==> src/hw/rtl/fssh_pkg.sv <==
// shared types, constants and helpers of the fan speed selector
`timescale 1ns / 1ps

package fssh_pkg;

  localparam int TEMP_WIDTH_DEF = 16;
  localparam int CFG_IDX_W      = 3;
  localparam int CFG_DATA_W     = 14;
  localparam int OFFSET_W       = 14;
  localparam int HYST_W         = 12;
  localparam int DIV_STEPS      = 9;

  // register map
  typedef enum logic [CFG_IDX_W-1:0] {
    CFG_FAN_TYPE   = 3'd0,
    CFG_HEAT_COOL  = 3'd1,
    CFG_PROP_BAND  = 3'd2,
    CFG_HYSTERESIS = 3'd3,
    CFG_THRESH_1   = 3'd4,
    CFG_THRESH_2   = 3'd5,
    CFG_THRESH_3   = 3'd6,
    CFG_OFFSET     = 3'd7
  } cfg_idx_t;

  localparam logic [1:0]          FAN_ONE_SPEED   = 2'd0;
  localparam logic [1:0]          FAN_TWO_SPEED   = 2'd1;
  localparam logic [1:0]          FAN_THREE_SPEED = 2'd2;
  localparam logic [1:0]          FAN_CONT        = 2'd3;

  localparam logic [1:0]          RST_FAN_TYPE   = FAN_THREE_SPEED;
  localparam logic                RST_HEAT_COOL  = 1'b0;
  localparam logic [7:0]          RST_PROP_BAND  = 8'd20;
  localparam logic [HYST_W-1:0]   RST_HYSTERESIS = 12'd50;
  localparam logic [7:0]          RST_THRESH_1   = 8'd5;
  localparam logic [7:0]          RST_THRESH_2   = 8'd10;
  localparam logic [7:0]          RST_THRESH_3   = 8'd20;
  localparam logic [OFFSET_W-1:0] RST_OFFSET     = 14'd0;

  typedef struct packed {
    logic load_in;
    logic calc_err;
    logic prep;
    logic div_step;
    logic step_calc;
    logic load_out;
  } dp_cmd_t;

  typedef struct packed {
    logic cont_mode;
  } dp_status_t;

  // stepped level = speed*255/(type+1), floored
  function automatic logic [7:0] step_level(input logic [1:0] ftype, input logic [1:0] spd);
    logic [7:0] lv;
    lv = 8'd0;
    case (ftype)
      FAN_ONE_SPEED: begin
        lv = (spd != 2'd0) ? 8'd255 : 8'd0;
      end
      FAN_TWO_SPEED: begin
        case (spd)
          2'd1:    lv = 8'd127;
          2'd2:    lv = 8'd255;
          default: lv = 8'd0;
        endcase
      end
      FAN_THREE_SPEED: begin
        case (spd)
          2'd1:    lv = 8'd85;
          2'd2:    lv = 8'd170;
          2'd3:    lv = 8'd255;
          default: lv = 8'd0;
        endcase
      end
      default: lv = 8'd0;
    endcase
    return lv;
  endfunction

endpackage

==> src/hw/rtl/fssh_ctrl.sv <==
// controller state machine of the fan speed selector
`timescale 1ns / 1ps

module fssh_ctrl (
  input  logic                clk,
  input  logic                rst_n,
  input  logic                in_valid,
  output logic                in_ready,
  output logic                out_valid,
  input  logic                out_ready,
  input  fssh_pkg::dp_status_t status,
  output fssh_pkg::dp_cmd_t    cmd
);
  import fssh_pkg::*;

  localparam int CNT_W = $clog2(DIV_STEPS);

  typedef enum logic [2:0] {
    S_IDLE,
    S_ERR,
    S_PREP,
    S_DIV,
    S_STEP,
    S_FIN
  } state_t;

  state_t           state_r, state_nxt;
  logic [CNT_W-1:0] cnt_r, cnt_nxt;
  logic             out_valid_r, out_valid_nxt;
  logic             in_xfer;

  assign in_ready  = (state_r == S_IDLE);
  assign in_xfer   = in_valid && in_ready;
  assign out_valid = out_valid_r;

  always_comb begin
    state_nxt     = state_r;
    cnt_nxt       = cnt_r;
    cmd           = '0;
    case (state_r)
      S_IDLE: begin
        if (in_xfer) begin
          cmd.load_in = 1'b1;
          state_nxt   = S_ERR;
        end
      end
      S_ERR: begin
        cmd.calc_err = 1'b1;
        state_nxt    = status.cont_mode ? S_PREP : S_STEP;
      end
      S_PREP: begin
        cmd.prep  = 1'b1;
        cnt_nxt   = CNT_W'(DIV_STEPS - 1);
        state_nxt = S_DIV;
      end
      S_DIV: begin
        cmd.div_step = 1'b1;
        if (cnt_r == '0) begin
          state_nxt = S_FIN;
        end else begin
          cnt_nxt = cnt_r - 1'b1;
        end
      end
      S_STEP: begin
        cmd.step_calc = 1'b1;
        state_nxt     = S_FIN;
      end
      S_FIN: begin
        if (!out_valid_r || out_ready) begin
          cmd.load_out = 1'b1;
          state_nxt    = S_IDLE;
        end
      end
      default: state_nxt = S_IDLE;
    endcase

    if (cmd.load_out) begin
      out_valid_nxt = 1'b1;
    end else if (out_ready) begin
      out_valid_nxt = 1'b0;
    end else begin
      out_valid_nxt = out_valid_r;
    end
  end

  always_ff @(posedge clk) begin
    if (!rst_n) begin
      state_r     <= S_IDLE;
      cnt_r       <= '0;
      out_valid_r <= 1'b0;
    end else begin
      state_r     <= state_nxt;
      cnt_r       <= cnt_nxt;
      out_valid_r <= out_valid_nxt;
    end
  end

  // an accepted transfer always starts with the error cycle
  a_start: assert property (@(posedge clk) disable iff (!rst_n)
    in_xfer |=> state_r == S_ERR)
    else $error("accepted transfer did not start the error cycle");

  // a waiting result is never overwritten
  a_no_overwrite: assert property (@(posedge clk) disable iff (!rst_n)
    cmd.load_out |-> (!out_valid_r || out_ready))
    else $error("result register overwritten while still pending");

  // divider count stays inside the step range
  a_cnt_range: assert property (@(posedge clk) disable iff (!rst_n)
    state_r == S_DIV |-> cnt_r <= CNT_W'(DIV_STEPS - 1))
    else $error("divider step count out of range");

  // a result only follows a finished computation
  a_fin_order: assert property (@(posedge clk) disable iff (!rst_n)
    state_r == S_FIN |-> ($past(state_r) == S_DIV || $past(state_r) == S_STEP
                          || $past(state_r) == S_FIN))
    else $error("finish state entered without computation");

endmodule

==> src/hw/rtl/fssh_dp.sv <==
// datapath of the fan speed selector: config registers, error, divider, step logic
`timescale 1ns / 1ps

module fssh_dp #(
  parameter int TEMP_WIDTH = fssh_pkg::TEMP_WIDTH_DEF
) (
  input  logic                            clk,
  input  logic                            rst_n,
  input  logic                            cfg_we,
  input  logic [fssh_pkg::CFG_IDX_W-1:0]  cfg_index,
  input  logic [fssh_pkg::CFG_DATA_W-1:0] cfg_wdata,
  input  logic signed [TEMP_WIDTH-1:0]    in_setpoint,
  input  logic signed [TEMP_WIDTH-1:0]    in_temperature,
  input  fssh_pkg::dp_cmd_t               cmd,
  output fssh_pkg::dp_status_t            status,
  output logic [7:0]                      out_fan_speed,
  output logic [7:0]                      out_fan_level,
  output logic [2:0]                      out_relay_mask
);
  import fssh_pkg::*;

  localparam int ERR_W = ((TEMP_WIDTH > OFFSET_W) ? TEMP_WIDTH : OFFSET_W) + 2;
  localparam int NUM_W = ERR_W + 8;

  // config registers
  logic [1:0]          fan_type_r;
  logic                heat_cool_r;
  logic [7:0]          prop_band_r;
  logic [HYST_W-1:0]   hyst_r;
  logic [7:0]          thr1_r, thr2_r, thr3_r;
  logic [OFFSET_W-1:0] offset_r;

  always_ff @(posedge clk) begin
    if (!rst_n) begin
      fan_type_r  <= RST_FAN_TYPE;
      heat_cool_r <= RST_HEAT_COOL;
      prop_band_r <= RST_PROP_BAND;
      hyst_r      <= RST_HYSTERESIS;
      thr1_r      <= RST_THRESH_1;
      thr2_r      <= RST_THRESH_2;
      thr3_r      <= RST_THRESH_3;
      offset_r    <= RST_OFFSET;
    end else if (cfg_we) begin
      case (cfg_idx_t'(cfg_index))
        CFG_FAN_TYPE:   fan_type_r  <= cfg_wdata[1:0];
        CFG_HEAT_COOL:  heat_cool_r <= cfg_wdata[0];
        CFG_PROP_BAND:  prop_band_r <= cfg_wdata[7:0];
        CFG_HYSTERESIS: hyst_r      <= cfg_wdata[HYST_W-1:0];
        CFG_THRESH_1:   thr1_r      <= cfg_wdata[7:0];
        CFG_THRESH_2:   thr2_r      <= cfg_wdata[7:0];
        CFG_THRESH_3:   thr3_r      <= cfg_wdata[7:0];
        CFG_OFFSET:     offset_r    <= cfg_wdata[OFFSET_W-1:0];
        default: ;
      endcase
    end
  end

  assign status.cont_mode = (fan_type_r == FAN_CONT);

  // input capture and demand error
  logic [TEMP_WIDTH-1:0] sp_r, tp_r;
  logic [ERR_W-1:0]      sp_x, tp_x, off_x, err_nxt;
  logic signed [ERR_W-1:0] err_r;

  assign sp_x  = {{(ERR_W-TEMP_WIDTH){sp_r[TEMP_WIDTH-1]}}, sp_r};
  assign tp_x  = {{(ERR_W-TEMP_WIDTH){tp_r[TEMP_WIDTH-1]}}, tp_r};
  assign off_x = {{(ERR_W-OFFSET_W){offset_r[OFFSET_W-1]}}, offset_r};
  assign err_nxt = heat_cool_r ? (tp_x - sp_x - off_x) : (sp_x - tp_x - off_x);

  // continuous mode: numerator 255*e and band*10
  logic [ERR_W-1:0]     e_pos;
  logic [NUM_W-1:0]     num;
  logic [7:0]           band;
  logic [11:0]          den;
  logic [NUM_W-1:0]     rem_r, dvs_r;
  logic [DIV_STEPS-1:0] q_r;
  logic                 q_bit;

  assign e_pos = err_r[ERR_W-1] ? '0 : err_r;
  assign num   = (NUM_W'(e_pos) << 8) - NUM_W'(e_pos);
  assign band  = (prop_band_r == 8'd0) ? 8'd1 : prop_band_r;
  assign den   = 12'({band, 3'b000}) + 12'({band, 1'b0});
  assign q_bit = (rem_r >= dvs_r);

  // stepped mode: up and down counts over the active thresholds
  logic [7:0]        thr [3];
  logic [11:0]       t10;
  logic [12:0]       t10h;
  logic [1:0]        up, down, nr, step_speed;
  logic [1:0]        step_speed_r;
  logic              err_pos;
  logic [7:0]        last_speed_r;

  assign thr[0] = thr1_r;
  assign thr[1] = thr2_r;
  assign thr[2] = thr3_r;
  assign nr      = fan_type_r + 2'd1;
  assign err_pos = !err_r[ERR_W-1] && (err_r != '0);

  always_comb begin
    up         = 2'd0;
    down       = nr;
    t10        = '0;
    t10h       = '0;
    for (int z = 0; z < 3; z++) begin
      t10  = 12'({thr[z], 3'b000}) + 12'({thr[z], 1'b0});
      t10h = 13'(t10) + 13'(hyst_r);
      if (2'(z) <= fan_type_r) begin
        if (err_r >= $signed({{(ERR_W-13){1'b0}}, t10h})) up = up + 2'd1;
        if (err_r <= $signed({{(ERR_W-12){1'b0}}, t10})) down = down - 2'd1;
      end
    end
    step_speed = last_speed_r[1:0];
    if (last_speed_r < 8'(up)) step_speed = up;
    if (last_speed_r > 8'(down)) step_speed = down;
    if (up == down) step_speed = down;
    if (!err_pos) step_speed = 2'd0;
  end

  // final result selection
  logic [7:0] fin_speed, fin_level;
  logic [2:0] fin_relay;

  always_comb begin
    if (status.cont_mode) begin
      fin_speed = q_r[DIV_STEPS-1] ? 8'd255 : q_r[7:0];
      fin_level = fin_speed;
      fin_relay = 3'd0;
    end else begin
      fin_speed = 8'(step_speed_r);
      fin_level = step_level(fan_type_r, step_speed_r);
      case (step_speed_r)
        2'd1:    fin_relay = 3'b001;
        2'd2:    fin_relay = 3'b010;
        2'd3:    fin_relay = 3'b100;
        default: fin_relay = 3'b000;
      endcase
    end
  end

  always_ff @(posedge clk) begin
    if (!rst_n) begin
      last_speed_r <= '0;
    end else if (cmd.load_out) begin
      last_speed_r <= fin_speed;
    end
  end

  always_ff @(posedge clk) begin
    if (cmd.load_in) begin
      sp_r <= in_setpoint;
      tp_r <= in_temperature;
    end
    if (cmd.calc_err) begin
      err_r <= err_nxt;
    end
    if (cmd.prep) begin
      rem_r <= num;
      dvs_r <= NUM_W'(den) << (DIV_STEPS - 1);
      q_r   <= '0;
    end
    if (cmd.div_step) begin
      if (q_bit) rem_r <= rem_r - dvs_r;
      dvs_r <= dvs_r >> 1;
      q_r   <= {q_r[DIV_STEPS-2:0], q_bit};
    end
    if (cmd.step_calc) begin
      step_speed_r <= step_speed;
    end
    if (cmd.load_out) begin
      out_fan_speed  <= fin_speed;
      out_fan_level  <= fin_level;
      out_relay_mask <= fin_relay;
    end
  end

endmodule

==> src/hw/rtl/fan_speed_selector_hysteresis.sv <==
// top level of the multi-speed fan selector with hysteresis
`timescale 1ns / 1ps

// Fan speed selector. Each input transfer carries a setpoint and a measured
// temperature (0.01 degC, two's complement) and yields exactly one result
// transfer with the fan speed, the scaled 0..255 level and the one-hot relay
// mask. The demand error is setpoint minus temperature minus the offset in
// heating, and temperature minus setpoint minus the offset in cooling. Fan
// type 0..2 selects stepped control with type+1 speeds: each threshold
// switches up at threshold*10 + hysteresis and down at threshold*10, starting
// from the last speed the block delivered. Fan type 3 gives a proportional
// level of 255*error/(band*10), clamped to 0..255, with a zero band taken as
// one. Items are handled one at a time: a stepped item runs the error, step and
// finish states, a continuous item the error, prepare, divide and finish states;
// the restoring divider resolves one quotient bit per cycle over 9 steps (the first
// step doubles as the saturation check). The result sits in an output
// register, so a new item is taken while the previous result still waits;
// the next result is held back until that one is taken. Configuration writes
// take effect at once and are meant for idle periods only.

module fan_speed_selector_hysteresis #(
  parameter int TEMP_WIDTH = fssh_pkg::TEMP_WIDTH_DEF
) (
  input  logic                            clk,
  input  logic                            rst_n,
  // configuration write port
  input  logic                            cfg_we,
  input  logic [fssh_pkg::CFG_IDX_W-1:0]  cfg_index,
  input  logic [fssh_pkg::CFG_DATA_W-1:0] cfg_wdata,
  // sample channel
  input  logic                            in_valid,
  output logic                            in_ready,
  input  logic signed [TEMP_WIDTH-1:0]    in_setpoint,
  input  logic signed [TEMP_WIDTH-1:0]    in_temperature,
  // result channel
  output logic                            out_valid,
  input  logic                            out_ready,
  output logic [7:0]                      out_fan_speed,
  output logic [7:0]                      out_fan_level,
  output logic [2:0]                      out_relay_mask
);
  import fssh_pkg::*;

  // command and status between sequencer and datapath
  dp_cmd_t    cmd;
  dp_status_t status;

  fssh_ctrl u_ctrl (
    .clk       (clk),
    .rst_n     (rst_n),
    .in_valid  (in_valid),
    .in_ready  (in_ready),
    .out_valid (out_valid),
    .out_ready (out_ready),
    .status    (status),
    .cmd       (cmd)
  );

  // config registers, error, serial divider, step logic and result register
  fssh_dp #(
    .TEMP_WIDTH (TEMP_WIDTH)
  ) u_dp (
    .clk            (clk),
    .rst_n          (rst_n),
    .cfg_we         (cfg_we),
    .cfg_index      (cfg_index),
    .cfg_wdata      (cfg_wdata),
    .in_setpoint    (in_setpoint),
    .in_temperature (in_temperature),
    .cmd            (cmd),
    .status         (status),
    .out_fan_speed  (out_fan_speed),
    .out_fan_level  (out_fan_level),
    .out_relay_mask (out_relay_mask)
  );

endmodule
==> config.mk <==
export PLATFORM = sky130hd
export DESIGN_NAME = fan_speed_selector_hysteresis
export DESIGN_NICKNAME = d
export VERILOG_FILES = /design/src/hw/rtl/fssh_pkg.sv /design/src/hw/rtl/fssh_ctrl.sv /design/src/hw/rtl/fssh_dp.sv /design/src/hw/rtl/fan_speed_selector_hysteresis.sv
export SDC_FILE = /design/constraint.sdc
export NUM_CORES = 1
export LEC_CHECK = 0
export BUFFER_PORTS_ARGS = -buffer_cell sky130_fd_sc_hd__buf_2
export CORE_ASPECT_RATIO = 0.6
export CORE_MARGIN = 2
export CORE_UTILIZATION = 43
export DETAILED_ROUTE_END_ITERATION = 12
export PLACE_DENSITY = 0.55
export SYNTH_ARGS = -nofsm -noshare
export SYNTH_HDL_FRONTEND = slang
export SYNTH_SLANG_ARGS = --single-unit
export TNS_END_PERCENT = 100
==> constraint.sdc <==
create_clock -name clk -period 6.6 [get_ports clk]
set_input_delay 0.99 -clock clk [delete_from_list [all_inputs] [get_ports clk]]
set_output_delay 0.99 -clock clk [all_outputs]
set_load 0.01 [all_outputs]
Yosys cells after proc, flatten, opt, wreduce, memory -nomap -nowiden
Index checks and enable logic that the tools add are counted.

$add $sub $neg: 20. Equality and inequality tests: 23. Reductions and logical operators: 25. Mux-type cells: 50. $lt $le $gt $ge: 12.

Operators by type and width (count): 2-to-1 mux 26 bit (3); >= comparator 18 x 14 -> 1 bit (3); less-or-equal comparator 18 x 13 -> 1 bit (3); adder 11 x 9 -> 12 bit (4); case mux 8 bit (3 select lines) (2); 2-to-1 mux 8 bit (5); adder 12 x 12 -> 13 bit (3); subtractor 18 bit (2); subtractor 16 x 16 -> 17 bit (2); 2-to-1 mux 2 bit (14); >= comparator 26 x 20 -> 1 bit (1); subtractor 26 x 18 -> 26 bit (1); subtractor 26 x 20 -> 26 bit (1); 2-to-1 mux 20 bit (1); 2-to-1 mux 19 bit (1); equality test 3 bit (second input constant) (6); 2-to-1 mux 18 bit (1); 2-to-1 mux 9 bit (2); case mux 3 bit (6 select lines) (1); AND reduction 2 bit (9); nonzero test 18 bit (1); 2-to-1 mux 17 bit (1); case mux 8 bit (2 select lines) (1); equality test 3 x 2 -> 1 bit (second input constant) (4); other kinds (27) (58).

Word-level logic and storage cells: 153. Bits in registers: 203. Output and inout bits: 21.

Logic depth before layout (Yosys ltp)
Depth in word-level cells: 15. Mapped depth: 29. Depth with buffers taken out: 29.

Modules after synthesis
From an unflattened synthesis, not the netlist that was laid out.

Cell total of the unflattened synthesis: 1823. Area, all modules: 16295.6 µm².

Modules (own cells, without submodules): fssh_dp (cells each 1761, area an instance 15791.4 µm², times used 1); fssh_ctrl (cells each 62, area an instance 504.2 µm², times used 1).

Least setup slack after synthesis
OpenSTA, ideal clock, no wires.

Kind: register -> register. Start point: register u_dp.thr1_r[0]. End point: register u_dp.step_speed_r[0], data pin. Setup slack: 0.929 ns. Arrival: 5.402 ns. Buffers on the path: 0. Data required time: 6.330 ns. Cell stages (with the launch flop): 28. Clock period less this slack: 5.671 ns. Path through: dfxtp_1 -> ha_1 -> fa_1 -> a21o_1 -> a21oi_1 -> xnor2_1 -> ha_1 -> nor2b_1 -> o21a_1 -> o21ai_0 -> nand2b_1 -> a21oi_1 -> xor2_1 -> ha_1 -> a21o_1 -> a211oi_1 -> o2111ai_1 -> nand2_1 -> inv_1 -> ha_1 -> inv_1 -> or4_1 -> o41ai_1 -> xor2_1 -> o21ai_1 -> or3b_1 -> o211ai_1 -> o211ai_1.

Word-level cells in the longest chain between the ends: 15. Elaborated cells on any way between the ends: 26. Classes of those cells: add/sub (6); order compare (4); eq/ne (1); mux (15).

Ends and longest elaborated chain: from (decl) (RTL line fssh_dp.sv:30) `logic [7:0] thr1_r, thr2_r, thr3_r;`; from (signal assigned) (RTL line fssh_dp.sv:49) `CFG_THRESH_1: thr1_r <= cfg_wdata[7:0];`; adder 11 x 9 -> 12 bit * (RTL line fssh_dp.sv:106) `t10 = 12'({thr[z], 3'b000}) + 12'({thr[z], 1'b0});`; adder 12 x 12 -> 13 bit (RTL line fssh_dp.sv:107) `t10h = 13'(t10) + 13'(hyst_r);`; >= comparator 18 x 14 -> 1 bit (RTL line fssh_dp.sv:109) `if (err_r >= $signed({{(ERR_W-13){1'b0}}, t10h})) up = up + 2'd1;`; 2-to-1 mux 1 bit (RTL line fssh_dp.sv:109); 2-to-1 mux 2 bit (RTL line fssh_dp.sv:108) `if (2'(z) <= fan_type_r) begin`; adder 2 x 1 -> 2 bit (RTL line fssh_dp.sv:109); 2-to-1 mux 2 bit (RTL line fssh_dp.sv:109); 2-to-1 mux 2 bit (RTL line fssh_dp.sv:108); adder 2 x 1 -> 2 bit (RTL line fssh_dp.sv:109); 2-to-1 mux 2 bit (RTL line fssh_dp.sv:109); 2-to-1 mux 2 bit (RTL line fssh_dp.sv:108); less-than comparator 8 x 2 -> 1 bit (RTL line fssh_dp.sv:114) `if (last_speed_r < 8'(up)) step_speed = up;`; 2-to-1 mux 2 bit (RTL line fssh_dp.sv:114); 2-to-1 mux 2 bit (RTL line fssh_dp.sv:115) `if (last_speed_r > 8'(down)) step_speed = down;`; 2-to-1 mux 2 bit * (RTL line fssh_dp.sv:116) `if (up == down) step_speed = down;`; to (signal assigned) (RTL line fssh_dp.sv:168) `step_speed_r <= step_speed;`; to (decl) (RTL line fssh_dp.sv:90) `logic [1:0] step_speed_r;`.

Mark *: on every way between the ends. The rest lies on a longest branch, timed or not. A chain may end at the register's enable or synchronous reset.

Final worst setup path
Same ends and word-level chain as after synthesis.

==> flow_summary.html <==
<table>
<tr><th>Metric</th><th>Value</th></tr>
<tr><th colspan="2">Run status</th></tr>
<tr><td>Status</td><td>completed</td></tr>
<tr><th colspan="2">Place</th></tr>
<tr><td>Detailed placer's ending HPWL</td><td>34.8 mm</td></tr>
<tr><td>Global placement routability congestion</td><td>0.898</td></tr>
<tr><td>I/O Buffers</td><td>74</td></tr>
<tr><th colspan="2">Floorplanning</th></tr>
<tr><td>Initial Util</td><td>0.437</td></tr>
<tr><td>Die Footprint</td><td>0.0386 sq mm</td></tr>
<tr><td>Die Y</td><td>153 um</td></tr>
<tr><td>Boundary Pins</td><td>75</td></tr>
<tr><td>Num rows</td><td>54</td></tr>
<tr><td>Area of the core</td><td>0.0364 sq mm</td></tr>
<tr><td>Die Width</td><td>252 um</td></tr>
<tr><th colspan="2">Synthesis</th></tr>
<tr><td>Adder-cell share of the synthesized area</td><td>0.189</td></tr>
<tr><td>Simple-Gate Fraction of Synth Area</td><td>0.155</td></tr>
<tr><td>Post-synthesis cell area</td><td>0.0159 sq mm</td></tr>
<tr><td>Combinational family with the most area after synthesis</td><td>compound AO/OA/AOI/OAI gates</td></tr>
<tr><td>Mapped Nets</td><td>2120</td></tr>
<tr><td>Post-synthesis average cell area</td><td>8.69 sq um</td></tr>
<tr><td>Synth Warn #</td><td>0</td></tr>
<tr><td>Post-synthesis compound-gate area fraction</td><td>0.207</td></tr>
<tr><td>Sequential fraction of the synthesis area</td><td>0.318</td></tr>
<tr><td>Count of cell types in the netlist</td><td>71</td></tr>
<tr><td>Share of cell area taken by muxes after synthesis</td><td>0.00951</td></tr>
<tr><td>Number of synthesized flops with an enable pin</td><td>100</td></tr>
<tr><td>Xor/xnor cell area share of the yosys netlist</td><td>0.0644</td></tr>
<tr><td>Yosys reg bits</td><td>203</td></tr>
<tr><td>Commonest register cell after synthesis</td><td>sky130_fd_sc_hd__dfxtp_1</td></tr>
<tr><td>Share of synthesized flip-flops with an asynchronous set or reset</td><td>0</td></tr>
<tr><td>Mapped Cells</td><td>1833</td></tr>
<tr><th colspan="2">Clock tree</th></tr>
<tr><td>Largest buffer count on any clock path</td><td>3</td></tr>
<tr><td>Source-to-sink clock delay at the later pin of the worst-skew pair</td><td>540 ps</td></tr>
<tr><td>Reg clk slew, reported paths</td><td>60 ps</td></tr>
<tr><td>Clock tree root driver cell</td><td>sky130_fd_sc_hd__clkbuf_16</td></tr>
<tr><td>Cts-stage hold buffer count</td><td>0</td></tr>
<tr><td>Number of CTS-inserted buffers</td><td>23</td></tr>
<tr><td>Clock sinks</td><td>203</td></tr>
<tr><td>CTS tree</td><td>yes</td></tr>
<tr><td>Setup fix buffers added after clock tree synthesis</td><td>0</td></tr>
<tr><td>CTS H-Tree Depth</td><td>1</td></tr>
<tr><td>Post-CTS resize count</td><td>0</td></tr>
<tr><th colspan="2">STA</th></tr>
<tr><td>Crit path time final</td><td>6230 ps</td></tr>
<tr><td>Final hold violations</td><td>0</td></tr>
<tr><td>Final total negative setup slack</td><td>0 ps</td></tr>
<tr><td>Pins over their slew limit</td><td>0</td></tr>
<tr><td>Final number of setup-violating endpoints</td><td>0</td></tr>
<tr><td>Max transition margin</td><td>0.327</td></tr>
<tr><td>Worst Skew</td><td>22.7 ps</td></tr>
<tr><td>Least-Margin Pin Slew</td><td>1010 ps</td></tr>
<tr><td>RSZ-0062 raised after global routing</td><td>false</td></tr>
<tr><td>Fmax</td><td>160 MHz</td></tr>
<tr><td>Fin crit share</td><td>0.944</td></tr>
<tr><th colspan="2">Finish</th></tr>
<tr><td>Commonest non-fill, non-tap cell in the layout</td><td>sky130_fd_sc_hd__ha_1</td></tr>
<tr><td>Share of final-layout standard cells stronger than drive strength 1</td><td>0.0783</td></tr>
<tr><td>Final Util</td><td>0.483</td></tr>
<tr><td>Synth-to-Final Area Change</td><td>10.4%</td></tr>
<tr><td>Nets@finish</td><td>2173</td></tr>
<tr><td>Commonest cells after routing, fill and taps aside</td><td>sky130_fd_sc_hd__ha_1, sky130_fd_sc_hd__nand2_1, sky130_fd_sc_hd__inv_1, sky130_fd_sc_hd__a21oi_1, sky130_fd_sc_hd__dfxtp_1</td></tr>
<tr><td>Ant. Diodes</td><td>0</td></tr>
<tr><th colspan="2">Critical path</th></tr>
<tr><td>Critical Path AT</td><td>6490 ps</td></tr>
<tr><td>Sort of element at the start of the critical path</td><td>register</td></tr>
<tr><td>Worst endpoint required time</td><td>6860 ps</td></tr>
<tr><td>Type of destination of the critical path</td><td>register</td></tr>
<tr><td>Cell depth of the worst flop-to-flop path</td><td>27</td></tr>
<tr><td>Top fanout value on the critical path</td><td>7</td></tr>
<tr><td>R2r endpoint</td><td>u_dp.step_speed_r[0]</td></tr>
<tr><td>Type of the setup path with the least slack</td><td>register to register</td></tr>
<tr><td>Worst R2R Start</td><td>u_dp.thr1_r[0]</td></tr>
<tr><td>FF-to-FF setup slack</td><td>370 ps</td></tr>
<tr><th colspan="2">Global routing</th></tr>
<tr><td>Global-route wire length before repair</td><td>70.6 mm</td></tr>
<tr><td>Global-route usage over all layers</td><td>0.232</td></tr>
<tr><td>Global route total overflow</td><td>0</td></tr>
<tr><td>Number of antenna violations at the first check in global routing</td><td>0</td></tr>
<tr><td>Pin count of the biggest net entering global routing</td><td>78</td></tr>
<tr><td>Via count of the first global-routing pass</td><td>12500</td></tr>
<tr><th colspan="2">Drt</th></tr>
<tr><td>Total via count after detailed routing</td><td>13300</td></tr>
<tr><td>DRC marker count from the first detailed-route iteration</td><td>853</td></tr>
<tr><td>Routed wire length per instance</td><td>18.9 um</td></tr>
<tr><td>DRC violation count after routing</td><td>0</td></tr>
<tr><td>Count of nets left with antenna violations after detail routing</td><td>0</td></tr>
<tr><td>Router iterations before antenna repair</td><td>5</td></tr>
<tr><td>Total length of routed wires</td><td>45.0 mm</td></tr>
<tr><td>Drt via density</td><td>5.57</td></tr>
<tr><th colspan="2">Power and ir drop</th></tr>
<tr><td>VDD IR-drop max</td><td>0.215 mV</td></tr>
<tr><td>Power per cell area</td><td>267 mW/mm^2</td></tr>
<tr><td>Leak pwr</td><td>7.61 nW</td></tr>
<tr><th colspan="2">Worst hold path</th></tr>
<tr><td>Launch instance of the worst min-delay path</td><td>u_dp.offset_r[2]</td></tr>
<tr><td>Destination of the worst hold path</td><td>u_dp.offset_r[2]</td></tr>
<tr><td>Worst min-delay path class</td><td>register to register</td></tr>
<tr><td>Cells on Worst Hold Path</td><td>2</td></tr>
<tr><th colspan="2">Job</th></tr>
<tr><td>Maximum Capacitance Violations</td><td>0</td></tr>
</table>
[registers in the layout (all words and copies together), names as in the netlist, 3 cells and up]
signal               cells
u_dp.q_r                 9
u_ctrl.cnt_r             4
u_dp.offset_r           14
u_dp.sp_r               16
u_dp.last_speed_r        8
u_dp.rem_r              26
u_dp.out_fan_speed       8
u_dp.thr3_r              8
u_dp.tp_r               16
u_dp.out_relay_mask      3
u_dp.err_r              18
u_dp.out_fan_level       8
u_dp.dvs_r              20
u_dp.hyst_r             12
u_dp.thr2_r              8
u_ctrl.state_r           3
u_dp.thr1_r              8
u_dp.prop_band_r         8
[final cells by class]
| cell class | instances | area, sq um |
|---|---|---|
| tap | 476 | 596 |
| inverter | 181 | 679 |
| timing repair buffer | 88 | 475 |
| sequential | 203 | 5060 |
| clock inverter | 13 | 154 |
| clock buffer | 29 | 639 |
| multi-input combinational | 1389 | 9970 |
| fill | 3474 | 18800 |
[metrics by stage]
| step | instances | hold WS [ps] | power (mW) | area (sq um) | setup slack [ps] |
|---|---|---|---|---|---|
| 2_1_floorplan | 1833 | 443 | 2.85 | 15900 | 929 |
| 3_3_place_gp | 2337 | 456 | 3.29 | 16800 | 584 |
| 3_5_place_dp | 2337 | 459 | 3.32 | 16800 | 442 |
| 4_1_cts | 2379 | 469 | 4.71 | 17600 | 399 |
| 5_1_grt | 2379 | 483 | 5.01 | 17600 | 42.1 |
| 6_report | 2379 | 468 | 4.70 | 17600 | 369 |
[synthesized netlist by cell type (5+ instances only)]
cell / instances / area, sq um
sky130_fd_sc_hd__a21boi_0: 55 / 413
sky130_fd_sc_hd__xnor2_1: 75 / 657
sky130_fd_sc_hd__or3_1: 12 / 75.1
sky130_fd_sc_hd__nor2_1: 101 / 379
sky130_fd_sc_hd__dfxtp_1: 103 / 2060
sky130_fd_sc_hd__a21oi_1: 139 / 696
sky130_fd_sc_hd__a31oi_1: 12 / 75.1
sky130_fd_sc_hd__nand2b_1: 24 / 150
sky130_fd_sc_hd__and3_1: 11 / 68.8
sky130_fd_sc_hd__nand4_1: 20 / 125
sky130_fd_sc_hd__fa_1: 11 / 220
sky130_fd_sc_hd__edfxtp_1: 100 / 3000
sky130_fd_sc_hd__xor2_1: 42 / 368
sky130_fd_sc_hd__o21a_1: 20 / 150
sky130_fd_sc_hd__nor4_1: 10 / 62.6
sky130_fd_sc_hd__mux2i_1: 14 / 140
sky130_fd_sc_hd__nor2b_1: 51 / 319
sky130_fd_sc_hd__o31ai_1: 9 / 67.6
sky130_fd_sc_hd__nor3_1: 22 / 110
sky130_fd_sc_hd__a211oi_1: 23 / 173
sky130_fd_sc_hd__o211ai_1: 18 / 135
sky130_fd_sc_hd__nand2_1: 208 / 781
sky130_fd_sc_hd__o21ai_0: 82 / 410
sky130_fd_sc_hd__and2_1: 8 / 50.1
sky130_fd_sc_hd__inv_1: 181 / 679
sky130_fd_sc_hd__o21bai_1: 32 / 240
sky130_fd_sc_hd__ha_1: 222 / 2780
sky130_fd_sc_hd__a21o_1: 52 / 390
sky130_fd_sc_hd__nand3_1: 31 / 155
sky130_fd_sc_hd__o311ai_0: 5 / 43.8
sky130_fd_sc_hd__clkbuf_1: 55 / 206
[layer usage]
layer / track usage / part of all wire / up-vias
li1: - / - / 6597
met1: 0.369 / 0.52 / 6214
met2: 0.313 / 0.38 / 405
met3: 0.0533 / 0.078 / 46
met4: 0.0465 / 0.019 / 0
met5: 0 / 0 / -
[report_power, final]
group          switching (mW)  leakage (nW)  internal (mW)
logic                   0.994          5.44          0.727
clock network           0.557         0.395          0.809
registers               0.152          1.78           1.46
total                    1.70          7.61           3.00
[kinds of logic (layout without fill, tap and decap cells)]
family / after synthesis / after routing
fa+ha+maj: 234 / 234
simple gates: 522 / 522
buf+inv: 241 / 311
xor+xnor: 117 / 117
flops: 203 / 203
compound gates: 501 / 501
mux: 15 / 15
[critical path, stage by stage, from the launching register on]
cell,delay [ps]
sky130_fd_sc_hd__dfxtp_1,350
sky130_fd_sc_hd__ha_1,240
sky130_fd_sc_hd__fa_1,400
sky130_fd_sc_hd__a21o_1,170
sky130_fd_sc_hd__a21oi_1,210
sky130_fd_sc_hd__xnor2_1,170
sky130_fd_sc_hd__ha_1,300
sky130_fd_sc_hd__nor2b_1,150
sky130_fd_sc_hd__o21a_1,180
sky130_fd_sc_hd__o21ai_0,210
sky130_fd_sc_hd__nand2b_1,80
sky130_fd_sc_hd__a21oi_1,180
sky130_fd_sc_hd__xor2_1,200
sky130_fd_sc_hd__ha_1,280
sky130_fd_sc_hd__a21o_1,210
sky130_fd_sc_hd__a211oi_2,270
sky130_fd_sc_hd__o2111ai_1,180
sky130_fd_sc_hd__nand2_1,120
sky130_fd_sc_hd__inv_1,50
sky130_fd_sc_hd__ha_1,260
sky130_fd_sc_hd__inv_1,50
sky130_fd_sc_hd__or4_1,520
sky130_fd_sc_hd__o41ai_1,100
sky130_fd_sc_hd__xor2_1,260
sky130_fd_sc_hd__o21ai_2,150
sky130_fd_sc_hd__or3b_1,440
sky130_fd_sc_hd__o211ai_1,120
sky130_fd_sc_hd__o211ai_1,120
[worst max path at each step]
| stage | start | endpoint | slack [ps] | depth (start not counted) |
|---|---|---|---|---|
| 2_1_floorplan | u_dp.thr1_r[0] | u_dp.step_speed_r[0] | 930 | 27 |
| 3_3_place_gp | u_dp.thr1_r[0] | u_dp.step_speed_r[0] | 580 | 27 |
| 3_5_place_dp | u_dp.thr1_r[0] | u_dp.step_speed_r[0] | 440 | 27 |
| 4_1_cts | u_dp.thr1_r[0] | u_dp.step_speed_r[0] | 400 | 27 |
| 5_1_grt | u_dp.thr1_r[0] | u_dp.step_speed_r[0] | 40 | 28 |
| 6_report | u_dp.thr1_r[0] | u_dp.step_speed_r[0] | 370 | 27 |
Power figures use the tool's default switching activity.
